### config.mk
export PLATFORM = sky130hd
export DESIGN_NAME = hs_cell
export DESIGN_NICKNAME = d
export VERILOG_FILES = /design/src/rtl/hs_pkg.sv /design/src/rtl/hs_cell.sv
export SDC_FILE = /design/constraint.sdc
export NUM_CORES = 1
export LEC_CHECK = 0
export BUFFER_PORTS_ARGS = -buffer_cell sky130_fd_sc_hd__clkbuf_2
export CORE_MARGIN = 2
export CORE_UTILIZATION = 45
export CTS_CLUSTER_SIZE = 16
export DETAILED_ROUTE_END_ITERATION = 16
export PLACE_DENSITY = 0.79
export SYNTH_ARGS = -nofsm -noshare
export SYNTH_HDL_FRONTEND = slang
export SYNTH_SLANG_ARGS = --single-unit
### constraint.sdc
create_clock -name clock -period 3 [get_ports clock]
set_input_delay 0.3 -clock clock [delete_from_list [all_inputs] [get_ports clock]]
set_output_delay 0.3 -clock clock [all_outputs]
set_load 0.05 [all_outputs]
### src/rtl/hs_pkg.sv
// ----------------------------------------------------------------------------
// hs_pkg
// shared constants and types of the sorter: item layouts, cell links and
// the control word that the top level broadcasts to the cell row
// ----------------------------------------------------------------------------
`default_nettype none

package hs_pkg;

   localparam int DEPTH      = 64;
   localparam int DATA_WIDTH = 32;
   localparam int CNT_W      = $clog2(DEPTH + 1);

   typedef struct packed {
      logic signed [DATA_WIDTH-1:0] value;
      logic                         last;
   } hs_req_type;

   typedef struct packed {
      logic signed [DATA_WIDTH-1:0] sorted_value;
      logic                         last_out;
      logic                         overflow;
   } hs_rsp_type;

   // contents of one cell as seen by its neighbors
   typedef struct packed {
      logic                         valid;
      logic signed [DATA_WIDTH-1:0] value;
   } hs_cell_type;

   // broadcast to every cell
   typedef struct packed {
      logic                         insert;
      logic                         shift;
      logic signed [DATA_WIDTH-1:0] value;
   } hs_ctrl_type;

endpackage

`default_nettype wire

### src/rtl/hs_cell.sv
// ----------------------------------------------------------------------------
// hs_cell
// one slot of the sorted row; on insert it keeps its value, takes the left
// neighbor's value or takes the new item, on shift it takes the right one
// ----------------------------------------------------------------------------
`default_nettype none

module hs_cell (
   input  wire logic                clock,
   input  wire logic                reset,
   input  wire hs_pkg::hs_ctrl_type ctrl,
   input  wire hs_pkg::hs_cell_type prev_cell,
   input  wire logic                prev_gt,
   input  wire hs_pkg::hs_cell_type next_cell,
   output hs_pkg::hs_cell_type      slot,
   output logic                     gt
);
   import hs_pkg::*;

   logic                         valid_ff;
   logic                         valid_in;
   logic signed [DATA_WIDTH-1:0] value_ff;
   logic signed [DATA_WIDTH-1:0] value_in;

   // empty slots count as greater than anything
   assign gt = !valid_ff || (value_ff > ctrl.value);

   always_comb begin
      valid_in = valid_ff;
      value_in = value_ff;
      if (ctrl.shift) begin
         valid_in = next_cell.valid;
         value_in = next_cell.value;
      end else if (ctrl.insert && gt) begin
         if (prev_gt) begin
            valid_in = prev_cell.valid;
            value_in = prev_cell.value;
         end else begin
            valid_in = 1'b1;
            value_in = ctrl.value;
         end
      end
   end

   always_ff @(posedge clock) begin
      if (reset) begin
         valid_ff <= 1'b0;
      end else begin
         valid_ff <= valid_in;
      end
      value_ff <= value_in;
   end

   assign slot.valid = valid_ff;
   assign slot.value = value_ff;

endmodule

`default_nettype wire
==> metrics.md, run 1 <==
| Metric | Value |
|---|---|
| CTS tree | yes |
| Post-synthesis cell type count | 31 |
| Slew HR | a little under 60% |
| #FFs+latches synth | 33 |
| WP data required | ~2.7 ns |
| Final Wtd Congestion | 0.740 |
| Total Power | roughly 1.6 mW |
| Post-Syn Area per Cell | about 9.5 sq um |
| Cell Area, Synth | approximately 2500 sq um |
| Yosys warnings | 0 |
| Leakage Power | 1.83 nW |
| CP Launch Type | flop |
| Fin crit share | between 90% and 100% |
| Post-DRT Antenna Nets | 0 |
| Critical Path Stages | 8 |
| FFs w/ async S/R, synth | 0% |
| GRT Total Usage | between 15 and 20% |
| Post-DR wirelength/cell | around 13 um |
| PortBufs | approximately 140 |
| Clk root buf | clkbuf_8 |
| Die area | roughly 6200 sq um |
| H-tree Lvls | 2 |
| Maximum vdd drop | 347 uV |
| Drt total wl | 6050 um |
| Crit-path slowest cell | edfxtp_1 |
| Buffers & Inverters on Critical Path | 1 |
| R2R Setup Slk | between 0.2 and 0.25 ns |
| Most used flip-flop cell after synthesis | edfxtp_1 |
| Final Skew | approximately 0.0085 ns |
| Element type at the critical path end | output port |
| Setup Buffers After CTS | 0 |
| Area Overhead vs Synth | 34.5% |
| Diode count | 0 |
| Post-CTS Resized | 0 |
| CP max FO | 3 |
| Number of enable flip-flop cells after synthesis | 32 |
| Max incr delay on CP | approximately 0.40 ns |
| Share of cells above drive strength 1 | 37.5% |
| Crit path arrival time | 2.57 ns |
| Commonest non-fill, non-tap cell in the layout | clkbuf_2 |
| Hold Crit Class | in2reg |
| DIE HEIGHT | just under 80 um |
| Sinks on Clock Net | 33 |
| Sum Neg Setup Slack | 0 ns |
| Synthesized net count | ~400 |
| Status | finished, final reports clean |
| Pin count of the biggest net entering global routing | 37 |
| Power Density | just under 500 nW/um^2 |
| Max-slew violations | 0 |
| Critical path's top delay family | compound AO/OA/AOI/OAI gates |
| Antenna violations before repair | 0 |
| HPWL Detailed | 5080 um |
| Fin crit period | around 2.9 ns |
| Achievable Freq | around 350 MHz |
| Final Hold Vio Count | 0 |
| Max cap viols | 0 |
| Most frequent cells in the layout | clkbuf_2 (135), nand2_1 (38), inv_1 (35), o21ai_0 (35) |
| Via count | approximately 2400 |
| Slew @ Worst Pin | between 0.6 and 0.7 ns |
| Via/cell ratio | a little over 5 |
| Grt ovf | 0 |
| Hold_buf cts | 0 |
| CP Cell Sequence | ha_1 > a21oi_2 > o21ai_0 > a221o_1 > o31a_1 > a211o_1 > a21bo_2 > buf_4 |
| RSZ-0062 raised after global routing | no |
| Worst R2R End | value_ff[30]$_DFFE_PP_ |
| Sequential share of the synthesized area | between 30% and 40% |
| Worst skew pair latency | ~0.28 ns |
| R2r startpoint | value_ff[7]$_DFFE_PP_ |
| TritonCTS Buffers | 5 |
| Die Width | about 79 um |
| Setup violations, final | 0 |
| Vias in the first global route | 2235 |
| Ports | between 100 and 150 |
| Reg clk slew, reported paths | about 0.070 ns |
| DRT Pass-1 Iters | 4 |
| Initial core utilization | 46.1% |
| Maximum clock path buffer count | 2 |
| Nets | ~530 |
| R2r worst-path depth | 8 |
| CORE AREA | between 5000 and 6000 sq um |
| Crit Path Class | reg2out |
| First DRT Iteration DRCs | just over 80 |
| Crit path capture | gt |
| CP Launch Point | value_ff[7]$_DFFE_PP_ |
| Post-synthesis cell count | 264 |
| FP Rows | 27 |
| First-pass GRT wire length | 9760 um |
| DRC viols | 0 |
cell families (layout without fill, tap and decap cells):
logic type	count (synthesis)	after routing	synth area share (%)
DFF	33	33	39.1
AOI/OAI and AO/OA	62	62	14.5
muxes	32	32	12.8
adders and majority gates	32	32	16.0
buffers and inverters	47	183	7.18
and+or+nand+nor	58	58	10.5
Yosys cell counts, types with 3 or more instances:
cell / count / share of area [%]
o21ai_0: 35 / 7.0
nand4_1: 5 / 1.2
inv_1: 35 / 5.2
clkbuf_1: 8 / 1.2
a21oi_1: 13 / 2.6
edfxtp_1: 32 / 38
ha_1: 32 / 16
and4_1: 3 / 1.0
nand3_1: 4 / 0.80
mux2i_1: 32 / 13
buf_1: 3 / 0.45
nand2_1: 38 / 5.7
worst reg2reg max path, cell delays in order, from the launching register on:
cell	delay [ns]
edfxtp_1	0.40
ha_1	0.34
a21oi_2	0.15
o21ai_0	0.11
a221o_1	0.33
o31a_1	0.32
a211o_1	0.27
a311o_2	0.38
buf_4	0.23
metal layers:
layer / GRT usage, % / share of wire (%) / vias to the layer above / wire (um)
li1: - / - / 1218 / -
met1: 23.8 / 41 / 1053 / 2500
met2: 34.5 / 48 / 101 / 2880
met3: 6.21 / 9.5 / 10 / 577
met4: 5.79 / 1.5 / 0 / 93
met5: 0 / 0 / - / 0
flip-flops by register name (all words and copies together), names as in the netlist:
| register | cells |
|---|---|
| value_ff | 32 |
| valid_ff | 1 |
how the worst min path moves through the flow:
stage	slack (ns)	endpoint	start	cells after the start
after floorplan	0.38	valid_ff$_SDFFE_PP0P_	reset	1
after global placement	0.48	valid_ff$_SDFFE_PP0P_	reset	2
after detailed placement	0.47	valid_ff$_SDFFE_PP0P_	reset	2
after CTS	0.18	valid_ff$_SDFFE_PP0P_	reset	2
after global routing	0.18	valid_ff$_SDFFE_PP0P_	reset	2
final	0.19	valid_ff$_SDFFE_PP0P_	reset	2
through the flow:
step           instance area (sq um)  instances  hold slack, ns  setup slack, ns  util, %
2_1_floorplan                   2510        264           0.379           0.0447        -
3_3_place_gp                    3260        464           0.480            0.257     60.0
3_5_place_dp                    3260        464           0.475            0.156     60.0
4_1_cts                         3370        472           0.184           0.0325     61.9
5_1_grt                         3370        472           0.176           0.0250     62.0
6_report                        3370        472           0.193            0.131     62.0
final cells by class:
class,instances,area [sq um]
Sequential cell,33,981
Inverter,35,131
Clock inverter,2,33.8
Clock buffer,6,72.6
Multi-Input combinational cell,184,1350
Timing Repair Buffer,140,713
Fill cell,477,2060
Tap cell,72,90.1
report_power, final:
group,total [mW],internal (mW),leakage [nW],switching [mW]
sequential,0.616,0.581,0.342,0.0345
combinational,0.605,0.201,1.43,0.404
clock,0.403,0.245,0.0528,0.158
No activity file was read; power rests on OpenSTA's default activity.
==> run 2: changes to the inputs <==
--- a/config.mk
+++ b/config.mk
@@ -10,7 +10,8 @@
 export CORE_UTILIZATION = 45
 export CTS_CLUSTER_SIZE = 16
 export DETAILED_ROUTE_END_ITERATION = 16
-export PLACE_DENSITY = 0.79
+export PLACE_DENSITY_LB_ADDON = 0.12
+export RECOVER_POWER = 100
 export SYNTH_ARGS = -nofsm -noshare
 export SYNTH_HDL_FRONTEND = slang
 export SYNTH_SLANG_ARGS = --single-unit
==> run 2 against run 1 <==
  * Sequential share of layout area increased by 0.48 points
  * Combinational power decreased by 1%
  * Critical path depth unchanged
  * Register-to-register slack about the same
  * First-iteration DRC count decreased by 6.1%
  * Setup slack improved by 0.023 ns
  * Flip-flop and latch count unchanged
  * Count of clock-buffer cells in the layout unchanged
  * Final area decreased by 1.6%
==> metrics.md, run 2 (same netlist as run 1, synthesis figures left out) <==
| Metric | Value |
|---|---|
| First DRT Iteration DRCs | 77 (-6.1%) |
| Seq pwr share | 40.4% (+2.5 points) |
| First-pass GRT wire length | 10200 um (+4.7%) |
| Die area | 6190 sq um (unchanged) |
| HPWL Detailed | 5100 um (+0.45%) |
| Vias in the first global route | 2371 (+6.1%) |
| Element type at the critical path end | output port |
| TritonCTS Buffers | 5 (unchanged) |
| Commonest non-fill, non-tap cell in the layout | clkbuf_2 |
| Via count | 2389 (+0.29%) |
| Maximum clock path buffer count | 2 (unchanged) |
| Via/cell ratio | 5.06 (+0.29%) |
| CTS tree | yes |
| GRT Total Usage | 21.0% (+1.0 points) |
| Buffers & Inverters on Critical Path | 1 (unchanged) |
| Grt ovf | 0 (unchanged) |
| DRT Pass-1 Iters | 4 (unchanged) |
| Final Wtd Congestion | 0.750 (+1.4%) |
| Setup violations, final | 0 (unchanged) |
| Post-DRT Antenna Nets | 0 (unchanged) |
| Hold_ws | 0.197 ns (+0.00337 ns) |
| Hold Path Origin | reset |
| Total Power | 1.52 mW (-6.2%) |
| FP Rows | 27 (unchanged) |
| Hold Crit Class | in2reg |
| Achievable Freq | 351 MHz (+0.80%) |
| R2R Setup Slk | 0.22 ns (about the same) |
| Leakage Power | 1.72 nW (-6.2%) |
| Antenna violations before repair | 0 (unchanged) |
| Max incr delay on CP | 0.39 ns (about the same) |
| Crit path arrival time | 2.55 ns (-0.02 ns) |
| Initial core utilization | 46.1% (unchanged) |
| WP data required | 2.70 ns (about the same) |
| Nets | 535 (+0.19%) |
| Slew @ Worst Pin | 1.16 ns (+0.528 ns) |
| Power Density | 459 nW/um^2 (-4.6%) |
| R2r worst-path depth | 8 (unchanged) |
| Die Width | 78.7 um (unchanged) |
| P_int | 0.929 mW (-9.6%) |
| Critical path's top delay family | compound AO/OA/AOI/OAI gates |
| Crit-path slowest cell | edfxtp_1 |
| Final Hold Vio Count | 0 (unchanged) |
| R2r startpoint | value_ff[5]$_DFFE_PP_ |
| Drt total wl | 6250 um (+3.3%) |
| H-tree Lvls | 2 (unchanged) |
| RSZ-0062 raised after global routing | no |
| Sum Neg Setup Slack | 0 ns (unchanged) |
| Slew HR | 22.5% (-35 points) |
| CP max FO | 3 (unchanged) |
| Pin count of the biggest net entering global routing | 38 (+2.7%) |
| Sw power | 0.594 mW (-0.37%) |
| Ports | 137 (unchanged) |
| Hold_buf cts | 0 (unchanged) |
| Hold path cells | 2 (unchanged) |
| Maximum vdd drop | 323 uV (-6.9%) |
| Reg clk slew, reported paths | 0.07 ns (about the same) |
| Largest register FFs | 32 (unchanged) |
| Combinational Power Share | 39.3% (+2.0 points) |
| Most frequent cells in the layout | clkbuf_2 (102), nand2_1 (38), inv_1 (35), clkbuf_1 (35), o21ai_0 (34) |
| Share of cells above drive strength 1 | 29.3% (-8.3 points) |
| Clk network pwr share | 20.3% (-4.5 points) |
| Crit Path Class | reg2out |
| Top Registers | value_ff (32), valid_ff (1) |
| Fin crit share | 94.9% (-0.76 points) |
| Final Skew | 0.00808 ns (-0.000372 ns) |
| DIE HEIGHT | 78.7 um (unchanged) |
| Worst R2R End | value_ff[28]$_DFFE_PP_ |
| Worst skew pair latency | 0.28 ns (about the same) |
| Clk root buf | clkbuf_8 |
| CP Cell Sequence | ha_1 > a21oi_1 > o21ai_1 > a221o_1 > o31a_1 > a211o_1 > a21bo_2 > buf_4 |
| Most flops, register | value_ff |
| CP Launch Point | value_ff[5]$_DFFE_PP_ |
| Max-slew violations | 0 (unchanged) |
| Sinks on Clock Net | 33 (unchanged) |
| DRC viols | 0 (unchanged) |
| Max cap viols | 0 (unchanged) |
| PortBufs | 136 (unchanged) |
| Diode count | 0 (unchanged) |
| Area Overhead vs Synth | 32.3% |
| Worst Hold Path EP | valid_ff$_SDFFE_PP0P_ |
| CORE AREA | 5440 sq um (unchanged) |
| Status | finished, final reports clean |
| Switching share of total power | 39.0% (+2.3 points) |
| Fin crit period | 2.85 ns (-0.0227 ns) |
| CP Launch Type | flop |
| Post-DR wirelength/cell | 13.2 um (+3.3%) |
[run 2: cell types whose count changed in the layout (fill, tap and decap cells not counted), sizes merged]
cell | before | now
bufinv | 1 | 0
buf | 5 | 3
clkbuf | 141 | 144
[run 2: worst max path at each step]
| stage | to | slack (ns) | cells past startpoint |
|---|---|---|---|
| after CTS | gt | 0.04 | 8 |
| after floorplan | value_ff[0]$_DFFE_PP_ | 0.04 | 7 |
| after global placement | value_ff[13]$_DFFE_PP_ | 0.25 | 10 |
| after detailed placement | value_ff[27]$_DFFE_PP_ | 0.22 | 10 |
| after global routing | gt | 0.02 | 8 |
| final | gt | 0.15 | 8 |
[run 2: routing by layer]
metal | vias to the layer above | wire, um | global-route usage, %
li1 | 1219 | - | -
met1 | 1086 | 2610 | 23.5
met2 | 79 | 3160 | 39.5
met3 | 5 | 419 | 4.71
met4 | 0 | 57 | 5.79
met5 | - | 0 | 0
[run 2: final cells by class]
cell class	instances	area [sq um]
inverter	35	131
tap	72	90.1
clock inverter	1	3.75
sequential	33	981
timing repair buffer	141	676
fill	518	2120
multi-input combinational	184	1370
clock buffer	6	72.6
[run 2: stage by stage]
stage                     setup slack [ns]  cell area (sq um)  instances  util [%]
after floorplan                     0.0447               2510        264         -
after global placement               0.251               3260        464      60.0
after detailed placement             0.221               3260        464      60.0
after CTS                           0.0374               3340        471      61.4
after global routing                0.0248               3320        472      61.0
final                                0.154               3320        472      61.0
[run 2: power groups by stage]
| stage | clock (mW) | sequential (mW) | combinational [mW] |
|---|---|---|---|
| floorplan | 0 | 0.820 | 0.222 |
| finish | 0.309 | 0.615 | 0.599 |
| detailed placement | 0 | 0.625 | 0.607 |
| global placement | 0 | 0.621 | 0.599 |
| CTS | 0.315 | 0.616 | 0.610 |
| global route | 0.332 | 0.623 | 0.655 |
[run 2: what timing repair did]
| action | CTS | global route |
|---|---|---|
| gates resized for setup | 0 | 6 |
| setup buffers | 0 | 1 |
| hold endpoints to repair | 0 | 0 |
| endpoints found under the setup margin | 0 | 1 |
